==> src/rtl/core/alc_pkg.sv <==
// Shared types, constants and helpers for the ambient light LED controller.
package alc_pkg;

    localparam int CFG_DATA_BITS = 16;
    localparam int CFG_INDEX_BITS = 3;
    localparam int LEVEL_BITS = 7;
    localparam int COMPARE_BITS = 10;
    localparam int ELAPSED_BITS = 16;
    localparam int RAW_BITS = 12;

    localparam logic [RAW_BITS-1:0] RAW_FLOOR = 12'd500;
    localparam logic [RAW_BITS-1:0] RAW_CEIL = 12'd2500;
    localparam logic [RAW_BITS-1:0] LED_LOW = 12'd1000;
    localparam logic [RAW_BITS-1:0] LED_HIGH = 12'd2000;
    localparam logic [LEVEL_BITS-1:0] LEVEL_MAX = 7'd100;
    localparam logic [COMPARE_BITS-1:0] COMPARE_MAX = 10'd1000;

    // Reciprocals scaled by 2^16 for exact division by 20 and by 10 over the clamped range.
    localparam int RECIP_SHIFT = 16;
    localparam logic [11:0] RECIP_DIV20 = 12'd3277;
    localparam logic [12:0] RECIP_DIV10 = 13'd6554;

    typedef enum logic [CFG_INDEX_BITS-1:0] {
        REG_AUTO_MODE      = 3'd0,
        REG_MANUAL_LEVEL   = 3'd1,
        REG_MANUAL_EDITING = 3'd2,
        REG_CYCLE_MS       = 3'd3,
        REG_OFF_MS         = 3'd4
    } reg_index_t;

    typedef struct packed {
        logic                    auto_mode;
        logic [LEVEL_BITS-1:0]   manual_level;
        logic                    manual_editing;
        logic [ELAPSED_BITS-1:0] cycle_ms;
        logic [ELAPSED_BITS-1:0] off_ms;
    } cfg_t;

    typedef struct packed {
        logic [LEVEL_BITS-1:0]   ambient;
        logic [LEVEL_BITS-1:0]   led;
        logic [COMPARE_BITS-1:0] compare;
    } sample_t;

    // Ten times a percentage, built from two shifts.
    function automatic logic [COMPARE_BITS-1:0] scale_compare(input logic [LEVEL_BITS-1:0] level);
        logic [COMPARE_BITS-1:0] wide;
        begin
            wide = COMPARE_BITS'(level);
            scale_compare = (wide << 3) + (wide << 1);
        end
    endfunction

endpackage

==> src/rtl/core/alc_tick_if.sv <==
// Input channel carrying one tick or re-sample request per beat.
interface alc_tick_if #(
    parameter int SENSOR_BITS = 12
);
    logic                   valid;
    logic                   ready;
    logic                   action;
    logic [SENSOR_BITS-1:0] sensor_value;

    modport source (output valid, output action, output sensor_value, input ready);
    modport sink (input valid, input action, input sensor_value, output ready);
endinterface

==> src/rtl/core/alc_status_if.sv <==
// Output channel carrying one controller status result per beat.
interface alc_status_if;
    import alc_pkg::*;

    logic                    valid;
    logic                    ready;
    logic [COMPARE_BITS-1:0] pwm_compare;
    logic [LEVEL_BITS-1:0]   ambient_percent;
    logic [LEVEL_BITS-1:0]   led_percent;
    logic                    new_sample;
    logic                    sampling;

    modport source (output valid, output pwm_compare, output ambient_percent,
                    output led_percent, output new_sample, output sampling, input ready);
    modport sink (input valid, input pwm_compare, input ambient_percent,
                  input led_percent, input new_sample, input sampling, output ready);
endinterface

==> src/rtl/core/ambient_light_led_controller.sv <==
// Top level of the ambient light LED controller: state update and result register.
// The tick channel takes one beat per millisecond tick (action 0, with the current
// sensor reading) or per forced re-sample request (action 1). Every input beat gives
// exactly one status beat on the status channel: PWM compare, ambient and LED
// percentages, a fresh-measurement flag and the blanking phase.
// Configuration is written through cfg_we, cfg_index and cfg_data; the user must
// write it only while no beat is in flight, which the block does not enforce;
// register indexes follow alc_pkg::reg_index_t. A beat passes the input register,
// then the state update and mapping logic into the result register. Throughput is
// one beat per cycle while the receiver is ready; the state registers update once
// per beat as it leaves the input register. When the receiver stalls, the result
// register holds its beat, the input register keeps one more beat, and tick.ready
// falls only when both are full. Reset returns the configuration to auto mode with a
// 10000 ms cycle and a 100 ms blanking time, clears both pipeline stages and puts the
// LED in the lit phase with all levels at zero.
module ambient_light_led_controller
    import alc_pkg::*;
#(
    parameter int SENSOR_BITS = 12
) (
    input  logic                      clk,
    input  logic                      rst_n,
    alc_tick_if.sink                  tick,
    alc_status_if.source              status,
    input  logic                      cfg_we,
    input  logic [CFG_INDEX_BITS-1:0] cfg_index,
    input  logic [CFG_DATA_BITS-1:0]  cfg_data
);

    cfg_t    cfg;
    sample_t sample;

    logic                   in_valid_reg;
    logic                   in_action_reg;
    logic [SENSOR_BITS-1:0] in_sensor_reg;

    logic                    phase_reg;
    logic                    phase_next;
    logic [ELAPSED_BITS-1:0] elapsed_reg;
    logic [ELAPSED_BITS-1:0] elapsed_next;
    logic [ELAPSED_BITS-1:0] elapsed_inc;
    logic [COMPARE_BITS-1:0] compare_reg;
    logic [COMPARE_BITS-1:0] compare_next;
    logic [LEVEL_BITS-1:0]   ambient_reg;
    logic [LEVEL_BITS-1:0]   ambient_next;
    logic [LEVEL_BITS-1:0]   led_reg;
    logic [LEVEL_BITS-1:0]   led_next;
    logic [LEVEL_BITS-1:0]   manual_sat;
    logic                    fresh;

    logic out_valid_reg;
    logic out_fresh_reg;
    logic advance;
    logic fire;

    alc_cfg_regs u_cfg_regs (
        .clk       (clk),
        .rst_n     (rst_n),
        .cfg_we    (cfg_we),
        .cfg_index (cfg_index),
        .cfg_data  (cfg_data),
        .cfg       (cfg)
    );

    alc_sample #(
        .SENSOR_BITS (SENSOR_BITS)
    ) u_sample (
        .raw    (in_sensor_reg),
        .sample (sample)
    );

    assign advance = !out_valid_reg || status.ready;
    assign fire = in_valid_reg && advance;
    assign tick.ready = !in_valid_reg || advance;

    always_ff @(posedge clk or negedge rst_n)
    begin
        if (!rst_n)
        begin
            in_valid_reg <= 1'b0;
        end
        else if (tick.ready)
        begin
            in_valid_reg <= tick.valid;
        end
    end

    always_ff @(posedge clk)
    begin
        if (tick.ready && tick.valid)
        begin
            in_action_reg <= tick.action;
            in_sensor_reg <= tick.sensor_value;
        end
    end

    assign elapsed_inc = (elapsed_reg != '1) ? elapsed_reg + ELAPSED_BITS'(1) : elapsed_reg;
    assign manual_sat = (cfg.manual_level > LEVEL_MAX) ? LEVEL_MAX : cfg.manual_level;

    always_comb
    begin
        phase_next = phase_reg;
        elapsed_next = elapsed_reg;
        compare_next = compare_reg;
        ambient_next = ambient_reg;
        led_next = led_reg;
        fresh = 1'b0;
        if (in_action_reg)
        begin
            phase_next = 1'b1;
            elapsed_next = '0;
            compare_next = '0;
            ambient_next = '0;
        end
        else
        begin
            elapsed_next = elapsed_inc;
            if (!cfg.auto_mode)
            begin
                if (!cfg.manual_editing)
                begin
                    led_next = manual_sat;
                    compare_next = scale_compare(manual_sat);
                end
            end
            else if (!phase_reg)
            begin
                if (elapsed_inc >= cfg.cycle_ms)
                begin
                    phase_next = 1'b1;
                    compare_next = '0;
                    elapsed_next = '0;
                end
            end
            else if (elapsed_inc >= cfg.off_ms)
            begin
                ambient_next = sample.ambient;
                led_next = sample.led;
                compare_next = sample.compare;
                phase_next = 1'b0;
                elapsed_next = '0;
                fresh = 1'b1;
            end
        end
    end

    always_ff @(posedge clk or negedge rst_n)
    begin
        if (!rst_n)
        begin
            phase_reg <= 1'b0;
            elapsed_reg <= '0;
            compare_reg <= '0;
            ambient_reg <= '0;
            led_reg <= '0;
            out_valid_reg <= 1'b0;
        end
        else
        begin
            if (fire)
            begin
                phase_reg <= phase_next;
                elapsed_reg <= elapsed_next;
                compare_reg <= compare_next;
                ambient_reg <= ambient_next;
                led_reg <= led_next;
            end
            if (advance)
            begin
                out_valid_reg <= in_valid_reg;
            end
        end
    end

    always_ff @(posedge clk)
    begin
        if (fire)
        begin
            out_fresh_reg <= fresh;
        end
    end

    // The state registers double as the result payload.
    assign status.valid = out_valid_reg;
    assign status.pwm_compare = compare_reg;
    assign status.ambient_percent = ambient_reg;
    assign status.led_percent = led_reg;
    assign status.new_sample = out_fresh_reg;
    assign status.sampling = phase_reg;

    a_fresh_leaves_blanking: assert property (@(posedge clk) disable iff (!rst_n)
        status.valid && status.new_sample |-> !status.sampling)
        else $error("fresh measurement reported while still blanked");

    a_fresh_compare_matches: assert property (@(posedge clk) disable iff (!rst_n)
        status.valid && status.new_sample |->
            status.pwm_compare == scale_compare(status.led_percent))
        else $error("compare value does not follow the measured LED level");

    a_compare_in_range: assert property (@(posedge clk) disable iff (!rst_n)
        status.valid |-> status.pwm_compare <= COMPARE_MAX)
        else $error("compare value above full scale");

    a_resample_clears: assert property (@(posedge clk) disable iff (!rst_n)
        fire && in_action_reg |=>
            phase_reg && elapsed_reg == '0 && ambient_reg == '0 && compare_reg == '0)
        else $error("re-sample request did not blank and clear state");

endmodule

==> src/rtl/core/alc_cfg_regs.sv <==
// Configuration register file written through a plain write port.
module alc_cfg_regs
    import alc_pkg::*;
(
    input  logic                      clk,
    input  logic                      rst_n,
    input  logic                      cfg_we,
    input  logic [CFG_INDEX_BITS-1:0] cfg_index,
    input  logic [CFG_DATA_BITS-1:0]  cfg_data,
    output cfg_t                      cfg
);

    cfg_t cfg_reg;
    cfg_t cfg_next;

    always_comb
    begin
        cfg_next = cfg_reg;
        if (cfg_we)
        begin
            unique case (reg_index_t'(cfg_index))
                REG_AUTO_MODE:      cfg_next.auto_mode = cfg_data[0];
                REG_MANUAL_LEVEL:   cfg_next.manual_level = cfg_data[LEVEL_BITS-1:0];
                REG_MANUAL_EDITING: cfg_next.manual_editing = cfg_data[0];
                REG_CYCLE_MS:       cfg_next.cycle_ms = cfg_data[ELAPSED_BITS-1:0];
                REG_OFF_MS:         cfg_next.off_ms = cfg_data[ELAPSED_BITS-1:0];
                default:            cfg_next = cfg_reg;
            endcase
        end
    end

    always_ff @(posedge clk or negedge rst_n)
    begin
        if (!rst_n)
        begin
            cfg_reg.auto_mode <= 1'b1;
            cfg_reg.manual_level <= '0;
            cfg_reg.manual_editing <= 1'b0;
            cfg_reg.cycle_ms <= 16'd10000;
            cfg_reg.off_ms <= 16'd100;
        end
        else
        begin
            cfg_reg <= cfg_next;
        end
    end

    assign cfg = cfg_reg;

endmodule

==> src/rtl/core/alc_sample.sv <==
// Maps a raw sensor reading to ambient percentage, LED level and PWM compare.
module alc_sample
    import alc_pkg::*;
#(
    parameter int SENSOR_BITS = 12
) (
    input  logic [SENSOR_BITS-1:0] raw,
    output sample_t                sample
);

    logic [RAW_BITS-1:0] clamped;
    logic [10:0]         amb_diff;
    logic [9:0]          led_diff;
    logic [22:0]         amb_prod;
    logic [22:0]         led_prod;
    logic [LEVEL_BITS-1:0] led_level;

    always_comb
    begin
        if (raw < SENSOR_BITS'(RAW_FLOOR))
        begin
            clamped = RAW_FLOOR;
        end
        else if (raw > SENSOR_BITS'(RAW_CEIL))
        begin
            clamped = RAW_CEIL;
        end
        else
        begin
            clamped = raw[RAW_BITS-1:0];
        end
    end

    assign amb_diff = 11'(clamped - RAW_FLOOR);
    assign led_diff = 10'(clamped - LED_LOW);
    assign amb_prod = 23'(amb_diff) * 23'(RECIP_DIV20);
    assign led_prod = 23'(led_diff) * 23'(RECIP_DIV10);

    always_comb
    begin
        priority if (clamped < LED_LOW)
        begin
            led_level = '0;
        end
        else if (clamped < LED_HIGH)
        begin
            led_level = led_prod[RECIP_SHIFT +: LEVEL_BITS];
        end
        else
        begin
            led_level = LEVEL_MAX;
        end
    end

    assign sample.ambient = amb_prod[RECIP_SHIFT +: LEVEL_BITS];
    assign sample.led = led_level;
    assign sample.compare = scale_compare(led_level);

endmodule
==> src/flat_wrapper.sv <==
// flat-port wrapper written by rule: the top's interface ports become plain ports
module ambient_light_led_controller_flat import alc_pkg::*;
#(
    parameter int SENSOR_BITS = 12
)
  (clk, rst_n, cfg_we, cfg_index, cfg_data, tick_valid, tick_action, tick_sensor_value, tick_ready, status_valid, status_pwm_compare, status_ambient_percent, status_led_percent, status_new_sample, status_sampling, status_ready);
  alc_tick_if #(.SENSOR_BITS(SENSOR_BITS)) tick_i ();
  alc_status_if status_i ();
  input  logic clk;
  input  logic rst_n;
  input  logic cfg_we;
  input  logic [CFG_INDEX_BITS-1:0] cfg_index;
  input  logic [CFG_DATA_BITS-1:0] cfg_data;
  input wire logic [$bits(tick_i.valid)-1:0] tick_valid;
  input wire logic [$bits(tick_i.action)-1:0] tick_action;
  input wire logic [$bits(tick_i.sensor_value)-1:0] tick_sensor_value;
  output wire logic [$bits(tick_i.ready)-1:0] tick_ready;
  output wire logic [$bits(status_i.valid)-1:0] status_valid;
  output wire logic [$bits(status_i.pwm_compare)-1:0] status_pwm_compare;
  output wire logic [$bits(status_i.ambient_percent)-1:0] status_ambient_percent;
  output wire logic [$bits(status_i.led_percent)-1:0] status_led_percent;
  output wire logic [$bits(status_i.new_sample)-1:0] status_new_sample;
  output wire logic [$bits(status_i.sampling)-1:0] status_sampling;
  input wire logic [$bits(status_i.ready)-1:0] status_ready;
  assign tick_i.valid = tick_valid;
  assign tick_i.action = tick_action;
  assign tick_i.sensor_value = tick_sensor_value;
  assign tick_ready = tick_i.ready;
  assign status_valid = status_i.valid;
  assign status_pwm_compare = status_i.pwm_compare;
  assign status_ambient_percent = status_i.ambient_percent;
  assign status_led_percent = status_i.led_percent;
  assign status_new_sample = status_i.new_sample;
  assign status_sampling = status_i.sampling;
  assign status_i.ready = status_ready;
  ambient_light_led_controller #(.SENSOR_BITS(SENSOR_BITS)) u_core (.clk(clk), .rst_n(rst_n), .tick(tick_i), .status(status_i), .cfg_we(cfg_we), .cfg_index(cfg_index), .cfg_data(cfg_data));
endmodule
==> config.mk <==
export PLATFORM = sky130hd
export DESIGN_NAME = ambient_light_led_controller_flat
export DESIGN_NICKNAME = d
export VERILOG_FILES = /design/src/rtl/core/alc_pkg.sv /design/src/rtl/core/alc_tick_if.sv /design/src/rtl/core/alc_status_if.sv /design/src/rtl/core/ambient_light_led_controller.sv /design/src/rtl/core/alc_cfg_regs.sv /design/src/rtl/core/alc_sample.sv /design/src/flat_wrapper.sv
export SDC_FILE = /design/constraint.sdc
export NUM_CORES = 1
export LEC_CHECK = 0
export BUFFER_PORTS_ARGS = -buffer_cell sky130_fd_sc_hd__buf_4
export CAP_MARGIN = 20
export CELL_PAD_IN_SITES_DETAIL_PLACEMENT = 1
export CELL_PAD_IN_SITES_GLOBAL_PLACEMENT = 1
export CORE_MARGIN = 8
export CORE_UTILIZATION = 50
export DETAILED_ROUTE_END_ITERATION = 16
export GPL_TIMING_DRIVEN = 1
export PLACE_DENSITY = 0.87
export SKIP_LAST_GASP = 1
export SYNTH_ARGS = -nofsm -noshare
export SYNTH_HDL_FRONTEND = slang
export SYNTH_HIERARCHICAL = 1
export SYNTH_SLANG_ARGS = --single-unit
==> constraint.sdc <==
create_clock -name clk -period 11.8 [get_ports clk]
set_input_delay 1.18 -clock clk [delete_from_list [all_inputs] [get_ports clk]]
set_output_delay 1.18 -clock clk [all_outputs]
set_load 0.02 [all_outputs]
# Word level (Yosys, flattened, before mapping)
# Index checks and enable logic that the tools add are counted.
[op_classes]
addsub = 5
n_mul = 2
n_lt_le_gt_ge = 7
eq_ne = 11
muxes = 31
n_bitwise = 3
n_reduce_logical = 20
[ops]
columns = ["cell", "count"]
rows = [
  ["16-bit two-way mux", 6],
  ["7-bit two-way mux", 11],
  ["10-bit two-way mux", 6],
  ["16-bit greater-or-equal comparator", 2],
  ["12-bit two-way mux", 2],
  ["11-bit by 12-bit multiplier with 23-bit output, second input constant", 1],
  ["10-bit by 12-bit multiplier with 22-bit output, second input constant", 1],
  ["10-bit by 8-bit adder with 10-bit output", 2],
  ["16-bit by 1-bit adder with 16-bit output, second input constant", 1],
  ["16-bit != test, second input constant", 1],
  ["12-bit greater-than comparator, second input constant", 1],
  ["12-bit by 10-bit < comparator with 1-bit output, second input constant", 1],
  ["12-bit by 11-bit < comparator with 1-bit output, second input constant", 1],
  ["12-bit by 9-bit < comparator with 1-bit output, second input constant", 1],
  ["2-bit AND reduction", 6],
  ["11-bit by 9-bit subtractor with 11-bit output, second input constant", 1],
  ["10-bit subtractor, second input constant", 1],
  ["4-bit AND reduction", 2],
  ["7-bit greater-than comparator, second input constant", 1],
  ["3-bit by 2-bit == test with 1-bit output, second input constant", 2],
  ["1-bit two-way mux", 6],
  ["2-bit by 1-bit != test with 1-bit output, second input constant", 3],
  ["2-bit nonzero test", 3],
  ["5-bit AND reduction", 1],
  ["other kinds (11)", 16],
]
[totals]
regBits = 98
inputBits = 37
out_inout_bits = 28
word_cells = 94

# Depth between registers and ports, before layout
[logic_depth]
word_depth = 12
ltp_mapped = 39
mapped_depth_nobuf = 38

# Hierarchy
# The synthesis kept the hierarchy.
[modules_own_cells]
columns = ["mod", "n_inst", "cells_per_inst", "area_per_inst_um2", "seq_area_each_um2"]
rows = [
  ["alc_sample", 1, 522, 4643.2, 0.0],
  ["ambient_light_led_controller", 1, 396, 3912.5, 1496.4],
  ["alc_cfg_regs", 1, 91, 1641.6, 1037.2],
]

# Worst setup path before layout
# No wires, ideal clock.
[synth_path]
path_type = "flip-flop to flip-flop"
from = "reg u_core.in_sensor_reg[10]"
to = "reg u_core.compare_reg[9], in the netlist u_core/status.pwm_compare[9]"
setup_ns = 0.125
arrival_ns = 8.165
required_time_ns = 11.675
path_slack_ns = 3.510
path_stages_with_launch = 36
n_path_buf = 0
synth_period_minus_slack_ns = 8.290
path_cell_list = "edfxtp_1 > or4b_4 > o41ai_4 > o21a_1 > nand2_1 > ha_1 > nor2_1 > o21ai_0 > xor2_1 > ha_1 > fa_1 > fa_1 > fa_1 > inv_1 > fa_1 > inv_1 > ha_1 > a21oi_1 > o21ai_0 > a21o_1 > a21o_1 > a221oi_1 > xnor2_1 > o21a_1 > ha_1 > inv_1 > fa_1 > inv_1 > a21oi_1 > o21ai_0 > a21o_1 > o211ai_1 > xnor2_1 > nand4_1 > o211ai_1 > mux2_2"
[synth_rtl]
columns = ["item", "line_no", "source"]
rows = [
  ["from (decl)", "ambient_light_led_controller.sv:35", "logic [SENSOR_BITS-1:0] in_sensor_reg;"],
  ["from (signal assigned)", "ambient_light_led_controller.sv:93", "in_sensor_reg <= tick.sensor_value;"],
  ["to (signal assigned)", "ambient_light_led_controller.sv:164", "compare_reg <= compare_next;"],
  ["to (decl)", "ambient_light_led_controller.sv:42", "logic [COMPARE_BITS-1:0] compare_reg;"],
]

==> impl_metrics.yaml <==
power_and_ir_drop:
  ir_worst_vdd_mv: 0.1201
  power_density_mw_per_mm2: 271.1
  power.leakage_nw: 5.722
global_routing:
  grt-ovfl-total: 0
  antenna_found_initial: 1
  grt_pass1_wl_um: 44920
  grt_pass1_vias: 8746
  grt_max_degree: 61
  grt_usage_pct: 21.64
floorplan:
  dieArea_mm2: 0.02522
  coreArea_mm2: 0.02010
  die_h_um: 158.8
  pin_count: 65
  rows: 52
  start_util_pct: 50.72
  die_w_um: 158.8
hold_path:
  hold_class: "flop to flop"
placement:
  post-dp-hpwl_um: 22170
  portBuffers: 64
  place_congestion: 0.8688
clocking:
  path_clk_slew_ns: 0.07
  cts_tree: "built"
  cts_sinks: 98
  clockBufferDepth: 2
  cts_setup_buffers: 0
  cts_hold_buf: 0
  cts_resized: 0
  cts_buffers: 9
  h-tree-depth: 3
  root_buffer: "clkbuf_16"
  insertion_delay_ns: 0.34
sta:
  rsz0062_at_grt: "false"
  tns_ns: 0
  hold_violations: 0
  worst_pin_slew_ns: 1.027
  fin_crit_sh_pct: 80.37
  skew_ns: 0.01027
  slew_violations: 0
  period_needed_ns: 9.483
  setup_viol_count_final: 0
  timing.fmax_mhz: 105.5
  slew_headroom_pct: 31.53
layout:
  nets: 1330
  mostFrequentLayoutCells: "ha_1 (171), inv_1 (162), dfrtp_1 (75)"
  finish.utilization_pct: 55.64
  seqCellArea_mm2: 0.002534
  area_growth_pct: 9.693
  fillers: 2224
  final_common_cell: "ha_1"
  multi_input_area_mm2: 0.006904
  largest_reg_flops: 41
  drive_gt1_share_pct: 17.59
routing:
  drc: 0
  drt-vias-per-instance: 5.677
  dr.first_iter.drc_count: 342
  wl_per_cell_um: 20.18
  final_antenna_net_count: 0
  num_vias: 7607
  wl_um: 27050
  firstDrtPassIters: 4
worst_setup_path:
  worstSetupStartpointType: "flop"
  worstPathArrival_ns: 9.71
  slowest_delay_ns: 0.57
  cp_slowest_cell: "or4b_4"
  crit_required_ns: 12.03
  worst-setup-path-type: "flop to flop"
  path_max_fanout: 8
  setup.worst_path.end_class: "flop"
synth:
  synth_edf_count: 14
  seq_area_frac_synth_pct: 24.85
  syn_area_mm2: 0.01020
  yosys.area.top_type: "ha_1"
  synth-async-reset-ratio_pct: 85.71
  yosysUniqueCellTypes: 81
  yosysTopAreaCellShare_pct: 20.98
  postSynthAreaPerCell_um2: 10.11
  synth_ff_type: "dfrtp_1"
  yosys_register_bits: 98
  syn-num-nets: 1275
  synth.area.top_cells: "ha_1 (21%), dfrtp_1 (18%), fa_1 (11%), inv_1 (6.0%), mux2_2 (5.1%)"
  synth-warning-count: 6
  synth_cells: 1009
flow_run:
  drv_cap: 0
status:
  status: "completed"
==> where the power goes <==
part	switching [mW]	internal, mW
Combinational	1.27	0.982
Sequential	0.0606	0.412
Clock	0.132	0.177
==> cell type report <==
class	instances	area share (%)
inverters	162	5.436
flip-flops and latches	98	22.65
multi-input cells	728	61.72
clock buffers	10	2.237
diodes	1	0.02237
clock inverters	6	0.5481
well taps	270	3.020
repair buffers	65	4.362
==> logic make-up after synthesis <==
group                    count (synthesis)  synth area share, %
flip-flops                              98                24.85
other                                    1              0.03677
AO/OA/AOI/OAI                          167                11.84
buffers and inverters                  183                7.448
adder cells (fa/ha/maj)                229                32.37
multiplexers                            64                7.632
XOR/XNOR                                46                3.951
AND/OR/NAND/NOR                        221                11.88
==> cells in the mapped netlist, types with 3 or more instances <==
cell type,n
o211ai_1,8
dfrtp_1,75
buf_4,4
nor2b_1,10
a221oi_1,3
a211oi_1,7
mux2_4,16
xor2_1,21
and4_1,3
nand4_1,13
ha_1,171
a22o_1,10
nor4_1,5
buf_6,4
nor3_1,12
a311oi_1,4
o2bb2ai_1,3
edfxtp_1,14
o21a_1,7
nand2_1,43
or3_1,5
dfstp_2,9
and3_1,6
fa_1,58
mux2_2,46
nand3_1,14
a21oi_1,40
nor2_1,49
a21o_1,18
xnor2_1,25
or2_2,8
o21bai_1,3
and2_1,19
nor3b_1,3
clkbuf_1,10
a31o_2,9
inv_1,162
o21ai_0,25
a2111oi_0,3
nand2b_1,9
==> layer usage <==
layer / track usage (%) / share of wire (%) / up-vias
li1: - / - / 3609
met2: 40.97 / 53 / 112
met3: 2.042 / 2.4 / 51
met5: 0 / 0 / -
met1: 24.73 / 41 / 3835
met4: 7.792 / 2.7 / 0
==> per-stage QoR <==
stage	cells	area (um2)	power, mW	worst slack, ns	hold slack, ns
floorplan	1009	10200	2.111	3.510	0.4572
global placement	1323	10870	2.555	3.058	0.4750
detailed placement	1323	10870	2.700	2.466	0.4946
CTS	1339	11180	3.054	2.347	0.5151
global route	1340	11190	3.362	1.801	0.5279
finish	1340	11190	3.033	2.317	0.5118
==> worst max-delay path: cells and delay by family, from the launching register on <==
family | cells | cell delay (ns)
AOI/OAI and AO/OA | 12 | 3.16
xor gates and xnor gates | 3 | 0.58
adders and majority gates | 8 | 3.33
buffers and inverters | 2 | 0.11
DFF | 1 | 0.49
muxes | 1 | 0.30
and+or+nand+nor | 5 | 1.38
==> worst paths after layout <==
kind | startpoint | to | slack [ns] | depth (start not counted)
worst min register to register | u_core/u_cfg_regs/cfg[28] | u_core/u_cfg_regs/cfg[28] | 0.51 | 1
worst max register to register | u_core/in_sensor_reg[10] | u_core/status.pwm_compare[8] | 2.32 | 31
max in group asynchronous | rst_n | u_core/u_cfg_regs/cfg[3] | 9.96 | 2
worst min-delay path | u_core/u_cfg_regs/cfg[28] | u_core/u_cfg_regs/cfg[28] | 0.51 | 1
min in group asynchronous | rst_n | u_core/status.pwm_compare[7] | 0.73 | 1
worst max-delay path | u_core/in_sensor_reg[10] | u_core/status.pwm_compare[8] | 2.32 | 31
Power figures use the tool's default switching activity.
